<file path="src/hw/rtl/dte_pkg.sv">
`timescale 1ns / 1ps
// ----------------------------------------------------------------------------
// dte_pkg: shared types and constants for the date-time text converter
// Character codes, text layout, the parsed-record type passed from the
// front parser to the back converter, and calendar lookup functions.
// ----------------------------------------------------------------------------
package dte_pkg;

  // text layout "YYYY-MM-DD HH:MM:SS"
  localparam int unsigned TEXT_LEN    = 19;
  localparam int unsigned POS_W       = 5;
  localparam int unsigned QUEUE_DEPTH = 2;
  localparam int unsigned ACC_W       = 7;
  localparam int unsigned SEC_W       = 39;

  localparam logic [POS_W-1:0] POS_DASH1  = 5'd4;
  localparam logic [POS_W-1:0] POS_DASH2  = 5'd7;
  localparam logic [POS_W-1:0] POS_SPACE  = 5'd10;
  localparam logic [POS_W-1:0] POS_COLON1 = 5'd13;
  localparam logic [POS_W-1:0] POS_COLON2 = 5'd16;
  localparam logic [POS_W-1:0] POS_LAST   = 5'd18;
  localparam logic [POS_W-1:0] POS_END    = 5'd19;

  localparam logic [7:0] CH_DASH  = 8'h2D;
  localparam logic [7:0] CH_SPACE = 8'h20;
  localparam logic [7:0] CH_COLON = 8'h3A;
  localparam logic [7:0] CH_ZERO  = 8'h30;
  localparam logic [7:0] CH_NINE  = 8'h39;

  // one parsed text; the year is kept as century and year-of-century digit pairs
  typedef struct packed {
    logic             fmt_ok;
    logic [ACC_W-1:0] yc;
    logic [ACC_W-1:0] yl;
    logic [ACC_W-1:0] mon;
    logic [ACC_W-1:0] day;
    logic [ACC_W-1:0] hr;
    logic [ACC_W-1:0] mi;
    logic [ACC_W-1:0] sc;
  } rec_t;

  // days in month, zero for a month out of range
  function automatic logic [4:0] month_len(input logic [ACC_W-1:0] m, input logic leap);
    logic [4:0] len;
    unique case (m) inside
      7'd1, 7'd3, 7'd5, 7'd7, 7'd8, 7'd10, 7'd12: len = 5'd31;
      7'd4, 7'd6, 7'd9, 7'd11:                     len = 5'd30;
      7'd2:                                        len = leap ? 5'd29 : 5'd28;
      default:                                     len = 5'd0;
    endcase
    return len;
  endfunction

  // day-of-year of the first of a month, in a year that starts in March
  function automatic logic [8:0] doy_base(input logic [ACC_W-1:0] m);
    logic [8:0] base;
    unique case (m)
      7'd3:    base = 9'd0;
      7'd4:    base = 9'd31;
      7'd5:    base = 9'd61;
      7'd6:    base = 9'd92;
      7'd7:    base = 9'd122;
      7'd8:    base = 9'd153;
      7'd9:    base = 9'd184;
      7'd10:   base = 9'd214;
      7'd11:   base = 9'd245;
      7'd12:   base = 9'd275;
      7'd1:    base = 9'd306;
      7'd2:    base = 9'd337;
      default: base = 9'd0;
    endcase
    return base;
  endfunction

endpackage

</file>
<file path="src/hw/rtl/datetime_text_to_epoch_seconds_core.sv">
`timescale 1ns / 1ps
// ----------------------------------------------------------------------------
// datetime_text_to_epoch_seconds_core: "YYYY-MM-DD HH:MM:SS" to UTC seconds
// Parses a date-time text byte by byte and returns seconds since 1970.
// ----------------------------------------------------------------------------
// Usage:
//   Input queue: drive char_code/last_char and raise push; a transaction
//   completes on a clock edge with push high and full low. One byte per
//   cycle while full is low. last_char marks the final byte of a text.
//   Result queue: while empty is low, valid_res/epoch_seconds hold the
//   oldest result; pop with empty low takes it. One result per text.
//   Result path: after the last byte is taken, the parsed record goes
//   through the record queue, the converter sequencer steps (check, day
//   of era, day count), and the step that forms the seconds into the
//   output register; then the result shows (empty low).
//   Flow: one byte per cycle while full is low. A text needs 19 bytes to
//   be valid; the converter pops a new parsed text only when idle, after
//   its last result is loaded, so short texts back up through the record
//   queue, and full rises when it holds QUEUE_DEPTH parsed texts.
//   Stall: if the result is not popped, the converter holds its result,
//   the record queue fills and full then stops further bytes.
//   Reset (rst, synchronous): parser position and flags cleared, queues
//   emptied, converter idle; no partial text survives.
// ----------------------------------------------------------------------------
module datetime_text_to_epoch_seconds_core #(
  parameter int unsigned QUEUE_DEPTH = dte_pkg::QUEUE_DEPTH
) (
  input  logic                                clk,
  input  logic                                rst,
  input  logic                                push,
  output logic                                full,
  input  logic [7:0]                          char_code,
  input  logic                                last_char,
  output logic                                empty,
  input  logic                                pop,
  output logic                                valid_res,
  output logic signed [dte_pkg::SEC_W-1:0]    epoch_seconds
);
  import dte_pkg::*;

  // parsed records between the parser and the converter
  logic q_push, q_full, q_pop, q_empty;
  rec_t q_din, q_dout;
  logic out_load;

  dte_front u_front (
    .clk       (clk),
    .rst       (rst),
    .push      (push),
    .full      (full),
    .char_code (char_code),
    .last_char (last_char),
    .q_push    (q_push),
    .q_din     (q_din),
    .q_full    (q_full)
  );

  dte_queue #(
    .DEPTH (QUEUE_DEPTH)
  ) u_queue (
    .clk   (clk),
    .rst   (rst),
    .push  (q_push),
    .din   (q_din),
    .full  (q_full),
    .pop   (q_pop),
    .dout  (q_dout),
    .empty (q_empty)
  );

  dte_back u_back (
    .clk           (clk),
    .rst           (rst),
    .q_empty       (q_empty),
    .q_pop         (q_pop),
    .q_dout        (q_dout),
    .empty         (empty),
    .pop           (pop),
    .valid_res     (valid_res),
    .epoch_seconds (epoch_seconds),
    .out_load      (out_load)
  );

  // the parser never writes a full record queue
  assert property (@(posedge clk) disable iff (rst) q_push |-> !q_full)
    else $error("record pushed into full queue");

  // an invalid text always reports zero seconds
  assert property (@(posedge clk) disable iff (rst)
    (!empty && !valid_res) |-> (epoch_seconds == '0))
    else $error("nonzero seconds on invalid result");

  // a waiting result is never overwritten before it is popped
  assert property (@(posedge clk) disable iff (rst) out_load |-> empty)
    else $error("output register overwritten");

  // a popped result with nothing new behind it leaves the result side empty
  assert property (@(posedge clk) disable iff (rst)
    (pop && !empty && !out_load) |=> empty)
    else $error("result not released after pop");

endmodule

</file>
<file path="src/hw/rtl/dte_front.sv">
`timescale 1ns / 1ps
// ----------------------------------------------------------------------------
// dte_front: character parser
// Checks each byte against its position, accumulates the decimal fields and
// pushes one parsed record per text on the marked last byte.
// ----------------------------------------------------------------------------
module dte_front (
  input  logic          clk,
  input  logic          rst,
  input  logic          push,
  output logic          full,
  input  logic [7:0]    char_code,
  input  logic          last_char,
  output logic          q_push,
  output dte_pkg::rec_t q_din,
  input  logic          q_full
);
  import dte_pkg::*;

  logic [POS_W-1:0] pos, pos_next;
  logic             ferr, ferr_next;
  logic [ACC_W-1:0] yc, yl, mon, day, hr, mi, sc;
  logic [ACC_W-1:0] yc_next, yl_next, mon_next, day_next, hr_next, mi_next, sc_next;
  logic             take, is_digit, bad;
  logic [3:0]       dv;
  logic [ACC_W-1:0] acc_sel, acc_upd;

  assign full = q_full;
  assign take = push && !q_full;

  assign is_digit = (char_code >= CH_ZERO) && (char_code <= CH_NINE);
  assign dv       = is_digit ? 4'(char_code - CH_ZERO) : 4'd0;

  // pick the field this position feeds
  always_comb begin
    if (pos < 5'd2)            acc_sel = yc;
    else if (pos < POS_DASH1)  acc_sel = yl;
    else if (pos < POS_DASH2)  acc_sel = mon;
    else if (pos < POS_SPACE)  acc_sel = day;
    else if (pos < POS_COLON1) acc_sel = hr;
    else if (pos < POS_COLON2) acc_sel = mi;
    else                       acc_sel = sc;
  end

  // at most two digits per field: no overflow in 7 bits
  assign acc_upd = (acc_sel << 3) + (acc_sel << 1) + ACC_W'(dv);

  always_comb begin
    bad      = 1'b0;
    yc_next  = yc;
    yl_next  = yl;
    mon_next = mon;
    day_next = day;
    hr_next  = hr;
    mi_next  = mi;
    sc_next  = sc;
    case (pos) inside
      [POS_END:5'd31]:        bad = 1'b1;
      POS_DASH1, POS_DASH2:   bad = (char_code != CH_DASH);
      POS_SPACE:              bad = (char_code != CH_SPACE);
      POS_COLON1, POS_COLON2: bad = (char_code != CH_COLON);
      default: begin
        if (!is_digit) begin
          bad = 1'b1;
        end else if (pos < 5'd2) begin
          yc_next = acc_upd;
        end else if (pos < POS_DASH1) begin
          yl_next = acc_upd;
        end else if (pos < POS_DASH2) begin
          mon_next = acc_upd;
        end else if (pos < POS_SPACE) begin
          day_next = acc_upd;
        end else if (pos < POS_COLON1) begin
          hr_next = acc_upd;
        end else if (pos < POS_COLON2) begin
          mi_next = acc_upd;
        end else begin
          sc_next = acc_upd;
        end
      end
    endcase
    ferr_next = ferr | bad;
    pos_next  = (pos < POS_END) ? pos + 5'd1 : pos;
  end

  assign q_push       = take && last_char;
  assign q_din.fmt_ok = !ferr_next && (pos == POS_LAST);
  assign q_din.yc     = yc_next;
  assign q_din.yl     = yl_next;
  assign q_din.mon    = mon_next;
  assign q_din.day    = day_next;
  assign q_din.hr     = hr_next;
  assign q_din.mi     = mi_next;
  assign q_din.sc     = sc_next;

  always_ff @(posedge clk) begin
    if (rst || q_push) begin
      pos  <= '0;
      ferr <= 1'b0;
      yc   <= '0;
      yl   <= '0;
      mon  <= '0;
      day  <= '0;
      hr   <= '0;
      mi   <= '0;
      sc   <= '0;
    end else if (take) begin
      pos  <= pos_next;
      ferr <= ferr_next;
      yc   <= yc_next;
      yl   <= yl_next;
      mon  <= mon_next;
      day  <= day_next;
      hr   <= hr_next;
      mi   <= mi_next;
      sc   <= sc_next;
    end
  end

endmodule

</file>
<file path="src/hw/rtl/dte_queue.sv">
`timescale 1ns / 1ps
// ----------------------------------------------------------------------------
// dte_queue: record queue between parser and converter
// Small circular buffer; read data is registered on pop.
// ----------------------------------------------------------------------------
module dte_queue #(
  parameter int unsigned DEPTH = dte_pkg::QUEUE_DEPTH
) (
  input  logic          clk,
  input  logic          rst,
  input  logic          push,
  input  dte_pkg::rec_t din,
  output logic          full,
  input  logic          pop,
  output dte_pkg::rec_t dout,
  output logic          empty
);
  import dte_pkg::*;

  localparam int unsigned AW = (DEPTH > 1) ? $clog2(DEPTH) : 1;
  localparam int unsigned CW = $clog2(DEPTH + 1);

  rec_t          mem [DEPTH];
  logic [AW-1:0] wr_ptr, rd_ptr;
  logic [CW-1:0] count;
  logic          do_push, do_pop;

  assign full    = (count == CW'(DEPTH));
  assign empty   = (count == '0);
  assign do_push = push && !full;
  assign do_pop  = pop && !empty;

  always_ff @(posedge clk) begin
    if (do_push) begin
      mem[wr_ptr] <= din;
    end
    if (do_pop) begin
      dout <= mem[rd_ptr];
    end
  end

  always_ff @(posedge clk) begin
    if (rst) begin
      wr_ptr <= '0;
      rd_ptr <= '0;
      count  <= '0;
    end else begin
      if (do_push) begin
        wr_ptr <= (wr_ptr == AW'(DEPTH - 1)) ? '0 : wr_ptr + AW'(1);
      end
      if (do_pop) begin
        rd_ptr <= (rd_ptr == AW'(DEPTH - 1)) ? '0 : rd_ptr + AW'(1);
      end
      if (do_push && !do_pop) begin
        count <= count + CW'(1);
      end else if (do_pop && !do_push) begin
        count <= count - CW'(1);
      end
    end
  end

endmodule

</file>
<file path="src/hw/rtl/dte_back.sv">
`timescale 1ns / 1ps
// ----------------------------------------------------------------------------
// dte_back: range check and days-from-civil conversion
// Multi-cycle sequencer: check and split, day of era, day count, seconds.
// Holds the result in a one-entry output register until popped.
// ----------------------------------------------------------------------------
module dte_back (
  input  logic                    clk,
  input  logic                    rst,
  input  logic                    q_empty,
  output logic                    q_pop,
  input  dte_pkg::rec_t           q_dout,
  output logic                    empty,
  input  logic                    pop,
  output logic                    valid_res,
  output logic signed [dte_pkg::SEC_W-1:0] epoch_seconds,
  output logic                    out_load
);
  import dte_pkg::*;

  typedef enum logic [4:0] {
    B_IDLE = 5'b00001,
    B_CHK  = 5'b00010,
    B_DOE  = 5'b00100,
    B_DAYS = 5'b01000,
    B_SECS = 5'b10000
  } bstate_t;

  localparam logic signed [SEC_W-1:0] DAY_SEC  = 39'sd86400;
  localparam logic signed [23:0]      EPOCH_OF = 24'sd719468;

  bstate_t state, state_next;

  // check stage
  logic             leap, early, vld_c;
  logic [4:0]       md;
  logic [ACC_W-1:0] yc2, yl2;
  logic [8:0]       yoe_c, doy_c;
  logic [16:0]      tod_c;

  logic        vld;
  logic [4:0]  era;
  logic [8:0]  yoe;
  logic [1:0]  yoec;
  logic [8:0]  doy;
  logic [16:0] tod;
  logic [17:0] doe;
  logic [21:0] eram;
  logic signed [23:0]      days;
  logic signed [SEC_W-1:0] secs;
  logic                    out_full;

  assign q_pop = (state == B_IDLE) && !q_empty;

  always_comb begin
    leap  = (q_dout.yl[1:0] == 2'd0) && ((q_dout.yl != '0) || (q_dout.yc[1:0] == 2'd0));
    md    = month_len(q_dout.mon, leap);
    vld_c = q_dout.fmt_ok && ((q_dout.yc != '0) || (q_dout.yl != '0)) && (md != '0) &&
            (q_dout.day != '0) && (q_dout.day <= ACC_W'(md)) &&
            (q_dout.hr <= 7'd23) && (q_dout.mi <= 7'd59) && (q_dout.sc <= 7'd59);
    // January and February count with the previous year
    early = (q_dout.mon <= 7'd2);
    yc2   = q_dout.yc;
    yl2   = q_dout.yl;
    if (early) begin
      if (q_dout.yl == '0) begin
        yc2 = q_dout.yc - 7'd1;
        yl2 = 7'd99;
      end else begin
        yl2 = q_dout.yl - 7'd1;
      end
    end
    yoe_c = 9'(yc2[1:0]) * 9'd100 + 9'(yl2);
    doy_c = doy_base(q_dout.mon) + 9'(q_dout.day) - 9'd1;
    tod_c = 17'(q_dout.hr) * 17'd3600 + 17'(q_dout.mi) * 17'd60 + 17'(q_dout.sc);
  end

  assign out_load = (state == B_SECS) && !out_full;
  assign secs     = SEC_W'(days) * DAY_SEC + $signed({22'd0, tod});

  always_comb begin
    state_next = state;
    unique case (state)
      B_IDLE: if (!q_empty) state_next = B_CHK;
      B_CHK:  state_next = B_DOE;
      B_DOE:  state_next = B_DAYS;
      B_DAYS: state_next = B_SECS;
      B_SECS: if (!out_full) state_next = B_IDLE;
      default: state_next = B_IDLE;
    endcase
  end

  always_ff @(posedge clk) begin
    if (rst) begin
      state <= B_IDLE;
    end else begin
      state <= state_next;
    end
  end

  always_ff @(posedge clk) begin
    unique case (state)
      B_CHK: begin
        vld  <= vld_c;
        era  <= yc2[6:2];
        yoe  <= yoe_c;
        yoec <= yc2[1:0];
        doy  <= doy_c;
        tod  <= tod_c;
      end
      B_DOE: begin
        doe  <= 18'(yoe) * 18'd365 + 18'(yoe >> 2) - 18'(yoec) + 18'(doy);
        eram <= 22'(era) * 22'd146097;
      end
      B_DAYS: begin
        days <= $signed({2'b00, eram}) + $signed({6'd0, doe}) - EPOCH_OF;
      end
      default: ;
    endcase
  end

  always_ff @(posedge clk) begin
    if (rst) begin
      out_full <= 1'b0;
    end else if (out_load) begin
      out_full <= 1'b1;
    end else if (pop) begin
      out_full <= 1'b0;
    end
  end

  always_ff @(posedge clk) begin
    if (out_load) begin
      valid_res     <= vld;
      epoch_seconds <= vld ? secs : '0;
    end
  end

  assign empty = !out_full;

endmodule
</file>
<file path="config.mk">
export PLATFORM = sky130hd
export DESIGN_NAME = datetime_text_to_epoch_seconds_core
export DESIGN_NICKNAME = d
export VERILOG_FILES = /design/src/hw/rtl/dte_pkg.sv /design/src/hw/rtl/datetime_text_to_epoch_seconds_core.sv /design/src/hw/rtl/dte_front.sv /design/src/hw/rtl/dte_queue.sv /design/src/hw/rtl/dte_back.sv
export SDC_FILE = /design/constraint.sdc
export NUM_CORES = 1
export LEC_CHECK = 0
export BUFFER_PORTS_ARGS = -buffer_cell sky130_fd_sc_hd__buf_2
export CAP_MARGIN = 30
export CORE_MARGIN = 4
export CORE_UTILIZATION = 45
export DETAILED_ROUTE_END_ITERATION = 7
export PLACE_DENSITY = 0.61
export SLEW_MARGIN = 15
export SYNTH_ARGS = -nofsm -noshare
export SYNTH_HDL_FRONTEND = slang
export SYNTH_HIERARCHICAL = 1
export SYNTH_SLANG_ARGS = --single-unit
</file>
<file path="constraint.sdc">
create_clock -name clk -period 6.3 [get_ports clk]
set_input_delay 0.315 -clock clk [delete_from_list [all_inputs] [get_ports clk]]
set_output_delay 0.315 -clock clk [all_outputs]
set_load 0.02 [all_outputs]
</file>
==> results of run 1 <==
## worst register-to-register path: stages, from the launching register on
cell       delay [ns]
edfxtp_1         0.47
ha_1             0.35
ha_1             0.31
fa_1             0.53
inv_1            0.05
fa_1             0.51
fa_1             0.54
inv_1            0.04
ha_1             0.41
and2_4           0.21
and3_1           0.19
a221oi_1         0.30
xnor2_1          0.21
o2111ai_1        0.28
nor4_4           0.37
nand4_2          0.27
nor4_2           0.39
xor2_1           0.19
nor2_1           0.05
## cells in the mapped netlist, types with 9 or more instances
cell type,count
a211oi_1,9
and3_1,20
a21o_1,34
buf_2,23
nand2b_1,17
and2_1,26
dfxtp_1,65
nor4_1,14
nor2b_1,22
ha_1,364
a31oi_1,9
nor3_1,40
a21oi_1,141
clkbuf_1,26
or3_1,18
nor3b_1,11
nand3_1,41
inv_1,421
edfxtp_1,297
o21ai_0,89
mux2i_1,23
o21bai_1,16
o21a_1,23
nor2_1,163
or2_2,9
fa_1,148
nand4_1,11
mux2_2,75
o211ai_1,10
nand2_1,138
xnor2_1,97
xor2_1,43
## how the worst min path moves through the flow
stage | slack [ns] | cells past startpoint | endpoint
finish | 0.10 | 2 | u_back/out_full
detailed placement | 0.41 | 0 | u_back/tod[0]
global route | 0.08 | 2 | u_queue/count[0]
floorplan | 0.38 | 1 | u_queue/count[1]
CTS | 0.05 | 2 | u_back/out_full
global placement | 0.40 | 0 | u_back/tod[1]
## routing by layer
metal / global-route usage, % / wire length, um / vias up
li1: - / - / 9076
met1: 21.1 / 24100 / 8742
met2: 30.2 / 27700 / 280
met3: 2.08 / 1460 / 100
met4: 6.25 / 1870 / 0
met5: 0 / 0 / -
## area by class of cell
class	instances	area [um2]	area share, %
clock buffers	47	1030	3.40
clock inverters	23	290	0.961
inverters	422	1580	5.25
multi-input cells	1750	15600	51.6
flip-flops and latches	362	10200	33.9
well taps	782	978	3.24
repair buffers	78	512	1.69
## flip-flops by register name (all words and copies together), names as in the netlist, 9 cells and up
| name | count |
|---|---|
| u_queue/mem | 100 |
| u_queue/dout | 50 |
| u_back/epoch_seconds | 39 |
| u_back/days | 24 |
| u_back/eram | 22 |
| u_back/doe | 18 |
| u_back/tod | 17 |
| u_back/doy | 9 |
| u_back/yoe | 9 |
## where the power goes
group          switching, mW  internal [mW]  total (mW)
Sequential             0.157           3.14        3.30
Combinational           2.69           2.25        4.95
Clock                  0.956           1.38        2.34
## metrics by stage
stage               util (%)  area, um2  worst slack, ns  cells
global route            49.8      30200           0.0473   3464
detailed placement      47.6      28900            0.325   3393
floorplan                  -      27600            0.782   2589
CTS                     49.8      30200            0.329   3463
global placement        47.5      28800            0.482   3389
finish                  49.8      30200            0.377   3464
## placed cells by master (no fill, tap or decap), types with 54 or more instances in the layout
master    count
buf_2        54
xnor2_1      97
nand2_1     138
inv_1       419
ha_1        364
fa_1        148
o21ai_0      89
a21oi_1     141
edfxtp_1    297
dfxtp_1      64
mux2_2       75
nor2_1      163
## kinds of logic (layout without fill, tap and decap cells)
| kind of cell | count (synthesis) | after routing | synth area share [%] |
|---|---|---|---|
| compound gates | 427 | 427 | 10.1 |
| xor+xnor | 140 | 140 | 4.44 |
| fa+ha+maj | 512 | 512 | 27.2 |
| buf+inv | 477 | 570 | 6.71 |
| flops | 362 | 362 | 37.0 |
| mux | 98 | 98 | 3.89 |
| simple gates | 573 | 573 | 10.6 |
==> out/qor.csv, run 1 <==
metric,value,unit
synthCells,2589,
num_io_pins,55,
hold_ws,0.101,ns
grt_max_degree,52,
cts.path.max_buffers,3,
slew-limit-headroom,41.8,%
initialDrtViolationCount,883,
hold_viol_final,0,
arrival,6.22,ns
worstSetupStartpointType,flop,
cts_tree,built,
antenna_cells,0,
avgSynthCellArea,10.7,um2
die_height,256,um
grt_pass1_wl,92300,um
r2r_start,u_back/days[5],
drc_errors,0,
rsz0062_at_grt,no,
dp_hpwl,43600,um
ir_drop,316,uV
path_depth,18,
cts.clk_slew.worst_paths,0.06,ns
synth.yosys.seq_area_share,37.0,%
postCtsSetupBuffers,0,
start_util,45.6,%
reg2reg_depth,18,
placementRows,90,
grt_pass1_vias,18651,
ctsResizeCount,0,
synth_top_area_share,32.3,%
fillers,5449,
run_status,"complete, no violations",
setup_tns,0,ns
core_area,60600,um2
postRouteAntennaNets,0,
critPathLaunch,u_back/days[5],
drt_pass1_iterations,6,
gp_congestion,0.897,
synth_edf_count,297,
crit_family,adder cells,
antenna_found_initial,0,
die-area,65400,um2
crit_path_end,u_back/epoch_seconds[35],
dieWidth,256,um
tightest_slew,0.871,ns
clock.fmax,169,MHz
viasPerCell,5.25,
cts.sinks,362,
synthToLayoutAreaGrowth,9.27,%
hold_buffers,0,
nets,3179,
wl_per_cell,15.9,um
path_max_fanout,8,
cts_root_buf,clkbuf_16,
synth_top_flop_cell,edfxtp_1,
ys_ff_latch,362,
critPathRequiredTime,6.59,ns
r2r_slack,0.38,ns
hold_class,in2reg,
r2r_end,u_back/epoch_seconds[35],
final_layout_size_suffix_gt1_share,10.2,%
dr_total_vias,18198,
path_cells,"ha_1, ha_1, fa_1, inv_1, fa_1, fa_1, inv_1, ha_1, and2_4, and3_1, a221oi_1, xnor2_1, o2111ai_1, nor4_4, nand4_2, nor4_2, xor2_1, nor2_1",
crit_buf_inv,2,
yosys.cell_types.count,104,
finalSetupViolations,0,
synth_area,27600,um2
post-route-period-util,94.0,%
syn_nets,3114,
slowest_delay,0.54,ns
holdCritStartpoint,rst,
yosysWarnings,6,
async_reset_ff_share,0,%
yosysTopAreaCell,edfxtp_1,
h-tree-depth,2,
crit_type,reg2reg,
synthTopCellsByArea,"edfxtp_1, ha_1, fa_1",
leakage,13.1,nW
p_total,10.6,mW
clock_latency,0.56,ns
overflow,0,
post-route-min-period,5.92,ns
maxSlewViolCount,0,
port_buffers,54,
drv_cap,0,
wl,55100,um
fin_skew,0.0121,ns
cpMaxStageDelayCell,fa_1,
numCtsBuffers,40,
grt_util_all_layers,16.9,%
endpoint_kind,flop,
p_per_area,350,nW/um2
No activity file was read; power rests on OpenSTA's default activity.
==> run 2: changes to the inputs <==
ABC_AREA = 1   (was not set)
==> out/qor.csv, run 2 <==
metric,value,unit,change
run_status,"complete, no violations",,unchanged
drc_errors,0,,unchanged
ctsResizeCount,0,,unchanged
sw_frac_of_total,40.5,%,was 36.0%
avgSynthCellArea,8.77,um2,was 10.7 um2
dr_total_vias,20496,,"was 18,198"
synth.yosys.seq_area_share,35.6,%,was 37.0%
p_switching,4.73,mW,was 3.81 mW
clock_latency,0.57,ns,was 0.56 ns
rsz0062_at_grt,no,,unchanged
post-route-period-util,80.3,%,was 94.0%
layout_commonest_cell,inv_1,,unchanged
drv_cap,0,,unchanged
postLayoutCoreUtil,49.7,%,was 49.8%
internal_power,6.97,mW,was 6.78 mW
postRouteAntennaNets,0,,unchanged
yosysMostFrequentCell,inv_1,,unchanged
dp_hpwl,47200,um,"was 43,600 um"
finalSetupViolations,0,,unchanged
cts.path.max_buffers,3,,unchanged
die_height,260,um,was 256 um
grt_pass1_wl,97100,um,"was 92,300 um"
arrival,5.38,ns,was 6.22 ns
synthToLayoutAreaGrowth,9.28,%,was 9.27%
worstSetupStartpointType,flop,,unchanged
numCtsBuffers,40,,unchanged
hold_class,in2reg,,unchanged
cts.sinks,362,,unchanged
num_io_pins,55,,unchanged
critPathRequiredTime,6.62,ns,was 6.59 ns
cts_tree,built,,unchanged
stdcell_count,4212,,"was 3,464"
syn_nets,3792,,"was 3,114"
ys_ff_latch,362,,unchanged
p_per_area,373,nW/um2,was 350 nW/um2
hold_viol_final,0,,unchanged
place_ws,1.21,ns,was 0.325 ns
hold_buffers,0,,unchanged
regMostFlops,u_queue/mem,,unchanged
holdCritStartpoint,rst,,unchanged
wl_per_cell,14.0,um,was 15.9 um
synthCells,3267,,"was 2,589"
start_util,45.4,%,was 45.6%
hold_depth,2,,unchanged
synth-simple-area-share,16.7,%,was 10.6%
placementRows,92,,was 90
p_total,11.7,mW,was 10.6 mW
yosysTopAreaCell,edfxtp_1,,unchanged
clock.fmax,198,MHz,was 169 MHz
cts.clk_slew.worst_paths,0.06,ns,about the same
place_inst,4137,,"was 3,393"
largest_reg_flops,100,,unchanged
placed_cell_area,29900,um2,"was 28,900 um2"
antenna_cells,0,,unchanged
r2r_start,u_back/days[5],,unchanged
synth_top_flop_cell,edfxtp_1,,unchanged
initialDrtViolationCount,1180,,was 883
synth_fa_ha_area_share,26.2,%,was 27.2%
gp_congestion,0.908,,was 0.897
grt_pass1_vias,19376,,"was 18,651"
endpoint_kind,flop,,unchanged
async_reset_ff_share,0,%,unchanged
overflow,0,,unchanged
grt_util_all_layers,17.5,%,was 16.9%
synth_area,28700,um2,"was 27,600 um2"
hold_ws,0.113,ns,was 0.101 ns
synth_common_cells,"inv_1, nand2_1, ha_1",,"was inv_1, ha_1, edfxtp_1"
critPathLaunch,u_back/days[5],,unchanged
fin_area,31300,um2,"was 30,200 um2"
synthMuxAreaShare,0,%,was 3.89%
layout_common_cells,"inv_1, nand2_1, ha_1",,"was inv_1, ha_1, edfxtp_1"
postCtsSetupBuffers,0,,unchanged
clkPwrFrac,20.3,%,was 22.1%
seqPwrFrac,29.7,%,was 31.1%
top_regs,"u_queue/mem: 100 flops, u_queue/dout: 50 flops, u_back/epoch_seconds: 39 flops",,unchanged
yosys.area_share.xor_xnor,3.27,%,was 4.44%
fin_skew,0.0165,ns,was 0.0121 ns
maxSlewViolCount,0,,unchanged
slew-limit-headroom,46.0,%,was 41.8%
synthTopCellsByArea,"edfxtp_1, ha_1, fa_1",,unchanged
yosysWarnings,6,,unchanged
setup_tns,0,ns,unchanged
synth_top_family_by_area,adder cells,,unchanged
tightest_slew,0.801,ns,was 0.871 ns
final_layout_size_suffix_gt1_share,6.63,%,was 10.2%
synth_edf_count,297,,unchanged
crit_type,reg2reg,,unchanged
h-tree-depth,2,,unchanged
wl,59000,um,"was 55,100 um"
path_max_fanout,7,,was 8
cts_root_buf,clkbuf_16,,unchanged
synth_top_area_share,31.1,%,was 32.3%
combPwrFrac,49.9,%,was 46.7%
nets,3859,,"was 3,179"
port_buffers,54,,unchanged
finalWorstSetupSlack,1.24,ns,was 0.377 ns
dieWidth,260,um,was 256 um
die-area,67800,um2,"was 65,400 um2"
antenna_found_initial,0,,unchanged
drt_pass1_iterations,6,,unchanged
reg2reg_depth,24,,was 18
leakage,15.3,nW,was 13.1 nW
post-route-min-period,5.06,ns,was 5.92 ns
synth_compound_area_share,8.02,%,was 10.1%
viasPerCell,4.87,,was 5.25
grt_max_degree,53,,was 52
ir_drop,349,uV,was 316 uV
core_area,63100,um2,"was 60,600 um2"
yosys.cell_types.count,54,,was 104
==> run 2: cell count changes in the layout (fill, tap and decap cells not counted), moves of 64 or more <==
cell	delta
o21ai_0	+71
nand2_1	+518
mux2_2	-75
inv_1	+291
nand3_1	+67
xnor2_1	-64
==> run 2: logic make-up (layout without fill, tap and decap cells) <==
group / Yosys count / in the layout
adder cells (fa/ha/maj): 512 / 512
XOR/XNOR: 107 / 107
AND/OR/NAND/NOR: 1102 / 1102
flip-flops: 362 / 362
AO/OA/AOI/OAI: 417 / 417
buffers and inverters: 767 / 866
==> run 2: final timing paths <==
check / to / slack [ns]
min: u_back/state[3] / 0.11
max: u_back/epoch_seconds[32] / 1.24
max reg2reg: u_back/epoch_seconds[32] / 1.24
min reg2reg: u_back/tod[1] / 0.42
==> run 2: power by group through the flow <==
stage | Clock [mW] | Sequential (mW) | Combinational, mW
finish | 2.38 | 3.48 | 5.84
global placement | 0 | 3.53 | 5.82
CTS | 2.45 | 3.48 | 5.91
floorplan | 0 | 3.47 | 4.64
detailed placement | 0 | 3.53 | 5.86
global route | 2.55 | 3.51 | 6.79
==> run 2: metal layers <==
layer  vias up  track usage (%)  share of wire, %  wire (um)
met2       312             29.5                47      27700
met5         -                0                 0          0
li1      10622                -                 -          -
met4         0             4.83               2.5       1450
met3        81             2.08               3.7       2180
met1      9481             24.0                47      27600
==> run 2: final cells by class <==
class,count,area (um2)
Fill cell,6089,31800
Clock inverter,14,185
Clock buffer,60,1170
Inverter,724,2720
Multi-Input combinational cell,2138,15600
Timing Repair Buffer,68,395
Tap cell,846,1060
Sequential cell,362,10200
==> run 2: critical path, cell delays in order, from the launching register on <==
cell and delay [ns]:
edfxtp_1 0.50, ha_1 0.34, ha_1 0.30, fa_1 0.54
inv_1 0.05, fa_1 0.50, fa_1 0.54, inv_1 0.04
ha_1 0.39, nand2_2 0.14, inv_1 0.04, nand2_1 0.05
nand2_1 0.07, inv_1 0.11, nand2_1 0.07, nand2_1 0.09
nand3_1 0.10, nand2_1 0.11, nand2_1 0.13, nor2_1 0.21
nand2_2 0.13, nor2_8 0.17, nand3_1 0.09, nand2_1 0.06
nor2_1 0.05
